### src/sv/ffrc_pkg.sv
// ----------------------------------------------------------------------------
// ffrc_pkg
// Constants, status codes and the CRC-16 byte update for the fixed frame
// receiver.
// ----------------------------------------------------------------------------
`default_nettype none

package ffrc_pkg;

	localparam int FRAME_BYTES = 74;

	localparam int POS_W    = 7;
	localparam int STATUS_W = 3;
	localparam int TDATA_W  = 24;

	localparam logic [15:0] CRC_POLY  = 16'hA001;
	localparam logic [15:0] CRC_INIT  = 16'hFFFF;
	localparam logic [7:0]  END_MARK  = 8'h03;
	localparam logic [7:0]  SIZE_MARK = 8'h48;
	localparam int          SIZE_POS  = 4;
	localparam int          HDR_BYTES = 3;

	localparam logic [STATUS_W-1:0] ST_IN_PROGRESS = 3'd0;
	localparam logic [STATUS_W-1:0] ST_BAD_HEADER  = 3'd1;
	localparam logic [STATUS_W-1:0] ST_BAD_END     = 3'd2;
	localparam logic [STATUS_W-1:0] ST_BAD_SIZE    = 3'd3;
	localparam logic [STATUS_W-1:0] ST_BAD_CRC     = 3'd4;
	localparam logic [STATUS_W-1:0] ST_GOOD_FRAME  = 3'd5;

	function automatic logic [7:0] hdr_byte(input logic [1:0] idx);
		logic [7:0] b;
		case (idx)
			2'd0:    b = 8'h02;
			2'd1:    b = 8'h01;
			2'd2:    b = 8'hFE;
			default: b = 8'h00;
		endcase
		return b;
	endfunction

	// reflected CRC-16, one byte, bit by bit
	function automatic logic [15:0] crc_byte(input logic [15:0] crc, input logic [7:0] b);
		logic [15:0] c;
		c = crc ^ {8'h00, b};
		for (int k = 0; k < 8; k++) begin
			if (c[0]) begin
				c = (c >> 1) ^ CRC_POLY;
			end else begin
				c = c >> 1;
			end
		end
		return c;
	endfunction

endpackage

`default_nettype wire

### src/sv/fixed_frame_receiver_crc16_core.sv
// ----------------------------------------------------------------------------
// fixed_frame_receiver_crc16_core
// Receives a byte stream, tracks fixed-length frames with a 02 01 FE header
// and reports each byte with its frame offset and a frame check status.
// ----------------------------------------------------------------------------
// channel   dir  payload (tdata, low bit first)
// s_axis    in   rx_byte[7:0]
// m_axis    out  data_byte[7:0], position[14:8], status[17:15], zero pad
//
// One word per cycle sustained while the output is not stalled; input register,
// then result register, with the CRC byte update between them.
// Reset clears frame position and both valid flags and presets the running CRC.
// A stalled output holds its word; the input register still accepts while
// the result register is free or being drained in the same cycle.
// ----------------------------------------------------------------------------
`default_nettype none

module fixed_frame_receiver_crc16_core
	import ffrc_pkg::*;
(
	input  wire logic               clk,
	input  wire logic               arst_n,
	input  wire logic               s_tvalid,
	output      logic               s_tready,
	input  wire logic [7:0]         s_tdata,   // rx_byte[7:0]
	output      logic               m_tvalid,
	input  wire logic               m_tready,
	output      logic [TDATA_W-1:0] m_tdata    // data_byte, position, status, pad
);

	logic              v_s1;
	logic [7:0]        byte_s1;

	logic [POS_W-1:0]  pos_q;
	logic [15:0]       crc_q;
	logic [7:0]        len_q;
	logic [15:0]       rcrc_q;

	logic              out_valid_q;
	logic [7:0]        out_byte_q;
	logic [POS_W-1:0]  out_pos_q;
	logic [STATUS_W-1:0] out_status_q;

	logic              adv;
	logic              hdr_bad;
	logic              in_crc;
	logic              is_last;
	logic [15:0]       crc_next;
	logic [STATUS_W-1:0] status;

	assign adv      = v_s1 && (!out_valid_q || m_tready);
	assign s_tready = !v_s1 || adv;

	assign hdr_bad  = (pos_q < POS_W'(HDR_BYTES)) && (byte_s1 != hdr_byte(pos_q[1:0]));
	assign in_crc   = (pos_q >= POS_W'(1)) && (pos_q <= POS_W'(FRAME_BYTES - 4));
	assign is_last  = (pos_q == POS_W'(FRAME_BYTES - 1));
	assign crc_next = crc_byte(crc_q, byte_s1);

	always_comb begin
		status = ST_IN_PROGRESS;
		if (hdr_bad) begin
			status = ST_BAD_HEADER;
		end else if (is_last) begin
			if (byte_s1 != END_MARK) begin
				status = ST_BAD_END;
			end else if (len_q != SIZE_MARK) begin
				status = ST_BAD_SIZE;
			end else if (rcrc_q != crc_q) begin
				status = ST_BAD_CRC;
			end else begin
				status = ST_GOOD_FRAME;
			end
		end
	end

	// input register
	always_ff @(posedge clk or negedge arst_n) begin
		if (!arst_n) begin
			v_s1 <= 1'b0;
		end else if (s_tready) begin
			v_s1 <= s_tvalid;
		end
	end

	always_ff @(posedge clk) begin
		if (s_tvalid && s_tready) begin
			byte_s1 <= s_tdata;
		end
	end

	// frame state
	always_ff @(posedge clk or negedge arst_n) begin
		if (!arst_n) begin
			pos_q  <= '0;
			crc_q  <= CRC_INIT;
			len_q  <= '0;
			rcrc_q <= '0;
		end else if (adv) begin
			if (hdr_bad || is_last) begin
				pos_q <= '0;
				crc_q <= CRC_INIT;
			end else begin
				pos_q <= pos_q + POS_W'(1);
				if (in_crc) begin
					crc_q <= crc_next;
				end
			end
			if (!hdr_bad) begin
				if (pos_q == POS_W'(SIZE_POS)) begin
					len_q <= byte_s1;
				end
				if (pos_q == POS_W'(FRAME_BYTES - 3)) begin
					rcrc_q[7:0] <= byte_s1;
				end
				if (pos_q == POS_W'(FRAME_BYTES - 2)) begin
					rcrc_q[15:8] <= byte_s1;
				end
			end
		end
	end

	// result register
	always_ff @(posedge clk or negedge arst_n) begin
		if (!arst_n) begin
			out_valid_q <= 1'b0;
		end else if (adv) begin
			out_valid_q <= 1'b1;
		end else if (m_tready) begin
			out_valid_q <= 1'b0;
		end
	end

	always_ff @(posedge clk) begin
		if (adv) begin
			out_byte_q   <= byte_s1;
			out_pos_q    <= pos_q;
			out_status_q <= status;
		end
	end

	assign m_tvalid = out_valid_q;
	assign m_tdata  = {{(TDATA_W - 8 - POS_W - STATUS_W){1'b0}},
		out_status_q, out_pos_q, out_byte_q};

endmodule

`default_nettype wire

### config.mk
export PLATFORM = sky130hd
export DESIGN_NAME = fixed_frame_receiver_crc16_core
export DESIGN_NICKNAME = d
export VERILOG_FILES = /design/src/sv/ffrc_pkg.sv /design/src/sv/fixed_frame_receiver_crc16_core.sv
export SDC_FILE = /design/constraint.sdc
export NUM_CORES = 1
export LEC_CHECK = 0
export BUFFER_PORTS_ARGS = -buffer_cell sky130_fd_sc_hd__buf_2
export CAP_MARGIN = 20
export CORE_ASPECT_RATIO = 1.25
export CORE_MARGIN = 2
export CORE_UTILIZATION = 40
export DETAILED_ROUTE_END_ITERATION = 8
export PLACE_DENSITY = 0.58
export SLEW_MARGIN = 20
export SYNTH_ARGS = -nofsm -noshare
export SYNTH_HDL_FRONTEND = slang
export SYNTH_SLANG_ARGS = --single-unit
### constraint.sdc
create_clock -name clk -period 4.1 [get_ports clk]
set_clock_uncertainty 0.15 [all_clocks]
set_input_delay 0.615 -clock clk [delete_from_list [all_inputs] [get_ports clk]]
set_output_delay 0.615 -clock clk [all_outputs]
set_load 0.05 [all_outputs]
==> reports/qor.txt <==
Largest family of logic cells by synthesized area = XOR/XNOR gates
Final WS setup = 1.29 ns
Total track usage = 0.155
Clock buffers created by TritonCTS = 9
Kind of critical path = flip-flop to flip-flop
Synth Area in Simple Gates = 0.0863
CTS tree = done
Ys Warns = 0
Vias per Instance = 5.11
Slew Viols, Final = 0
Die Width = 86.7 um
Async SR Flop Fraction = 0.653
Worst-Margin Slew = 0.802 ns
Fin crit share = 0.686
Clock root buffer = clkbuf_8
Dpl hpwl = 4.63 mm
Initial Util = 0.413
Placed inst area = 3660 um^2
EDFF count, synth = 26
CP startpoint kind = flip-flop
DRC viols = 0
Area Growth Syn to Fin = 12.6%
DP Worst Slack = 1.18 ns
Wire per inst = 16.8 um
CTS H-Tree Depth = 3
Crit. End Element = flip-flop
Leakage power = 0.00161 uW
ANT cells = 0
Final hold vios = 0
Latest clock arrival within the worst-skew pair = 0.35 ns
Drt total wl = 6.48 mm
Final core occ = 0.465
Post-CTS Resized = 0
Setup repair after global routing missed its margin = false
Period minus WS final = 2.81 ns
Final Instance Area = 3850 um^2
Adder-cell share of the synthesized area = 0.0256
Most frequent cell after synthesis = xnor2_1
PwrDens = 399 nW/um^2
Rows = 37
Max Cap Violations = 0
Mean Syn Cell Area = 13.9 um^2
Via count = 1978
Yosys reg bits = 75
Nets = 304
Clk buf depth = 2
Worst EP required = 4.20 ns
Global route overflow = 0
Largest fanout on the critical path = 11
Worst ir drop on vdd = 0.178 mV
Synth Area in Compound Gates = 0.0735
Synth unique cells = 47
Status = complete, no violations
Final setup violation count = 0
Yosys top cell by area = dfrtp_1
Hold WC Path Type = input pin to asynchronous set/reset pin
Pin count of the biggest net entering global routing = 31
Post-Syn Instances = 246
Core region area = 8290 um^2
Initial antenna violation count = 0
Vias in the first global route = 2053
DRT antenna net count = 0
Register area share after synthesis = 0.592
Clk sinks = 75
Fill cells = 763
Routability Congestion = 0.786
Proportion of synthesized area in mux cells = 0.0789
Post-CTS setup buffer count = 0
Initial DRT Pass Iterations = 4
Hold_buf cts = 0
Fmax = 355 MHz
Layout cell share with drive strength beyond 1 = 0.334
Synthesized cell area = 3420 um^2
IO Count = 38
I/O Buffers = 31
Drt initial violations = 86
Top-area cell type share of the netlist area = 0.241
Synth top area cells = dfrtp_1, edfxtp_1, dfstp_2
Synth Flop Type = dfrtp_1
Slew HR = 0.462
Setup_tns = 0 ns
Clock transition at the registers of the reported paths = 0.08 ns
Synth cell count leaders = xnor2_1, dfrtp_1, edfxtp_1
CP arrival = 2.91 ns
Synth Area in XOR/XNOR = 0.118
First-pass GRT wire length = 10.6 mm
Die ar. = 9320 um^2
Die Y-Extent = 107 um
## per-layer routing
metal / wire (um) / track usage
met1: 2940 / 0.194
met2: 3260 / 0.251
met3: 170 / 0.0383
met4: 113 / 0.0703
met5: 0 / 0
## placed cells by master, fill, tap and decap left out, drive strengths merged, types with 2 or more instances in the layout
| master | count |
|---|---|
| nand3 | 5 |
| conb | 6 |
| nor4b | 2 |
| a21o | 2 |
| xor2 | 6 |
| nand2b | 3 |
| ha | 7 |
| nand2 | 11 |
| o21ai | 3 |
| nor2 | 6 |
| inv | 6 |
| a31oi | 2 |
| buf | 32 |
| dfrtp | 33 |
| xnor2 | 35 |
| nor4 | 2 |
| or3 | 2 |
| edfxtp | 26 |
| a2bb2oi | 11 |
| o22a | 5 |
| o21a | 2 |
| dfstp | 16 |
| mux2 | 24 |
| nor3 | 8 |
| clkinv | 4 |
| or4 | 2 |
| clkbuf | 10 |
| nand4 | 6 |
| a31o | 2 |
## kinds of logic (layout without fill, tap and decap cells)
logic type / after synthesis / count (layout)
compound gates: 31 / 31
xor+xnor: 42 / 42
fa+ha+maj: 7 / 7
buf+inv: 14 / 53
flops: 75 / 75
mux: 24 / 24
other cells: 1 / 6
simple gates: 52 / 52
## state kept, by name, indices dropped and copies added, names as in the netlist
register,count
rcrc_q,16
crc_q,16
out_byte_q,8
pos_q,7
byte_s1,8
v_s1,1
m_tvalid,1
len_q,8
out_pos_q,7
out_status_q,3
## metrics by stage
step / cells / hold slack, ns / total power (uW)
2_1_floorplan: 251 / 0.169 / 954
3_3_place_gp: 371 / 0.342 / 993
3_5_place_dp: 371 / 0.337 / 994
4_1_cts: 387 / 0.161 / 1560
5_1_grt: 387 / 0.197 / 1600
6_report: 387 / 0.156 / 1540
## layout make-up
cell class | instances | area [um^2] | area share
Sequential cell | 75 | 2030 | 0.526
Timing Repair Buffer | 32 | 163 | 0.0422
Multi-Input combinational cell | 162 | 1330 | 0.345
Tap cell | 97 | 121 | 0.0315
Clock inverter | 6 | 66.3 | 0.0172
Inverter | 5 | 18.8 | 0.00487
Clock buffer | 10 | 128 | 0.0331
## final timing paths
kind | start | endpoint | slack [ns] | cells after the start
min | arst_n | pos_q[6] | 0.16 | 1
max | byte_s1[3] | crc_q[7] | 1.29 | 6
max in group asynchronous | arst_n | crc_q[3] | 2.86 | 2
min in group clk | s_tdata[6] | byte_s1[6] | 0.28 | 1
max reg2reg | byte_s1[3] | crc_q[7] | 1.29 | 6
min reg2reg | len_q[6] | len_q[6] | 0.36 | 1
## power breakdown
part / leakage [uW] / total (uW) / switching [uW] / internal, uW
logic: 0.000633 / 162 / 114 / 48.3
clock network: 0.000101 / 560 / 277 / 283
registers: 0.000874 / 815 / 16.6 / 798
## critical path, cell delays in order, from the launching register on
cell and delay (ns):
edfxtp_1 0.52, or4_4 0.57, nor4_2 0.14, o2111ai_1 0.15
a31o_2 0.33, nor3_2 0.67, a2bb2oi_1 0.17
No activity file was read; power rests on OpenSTA's default activity.
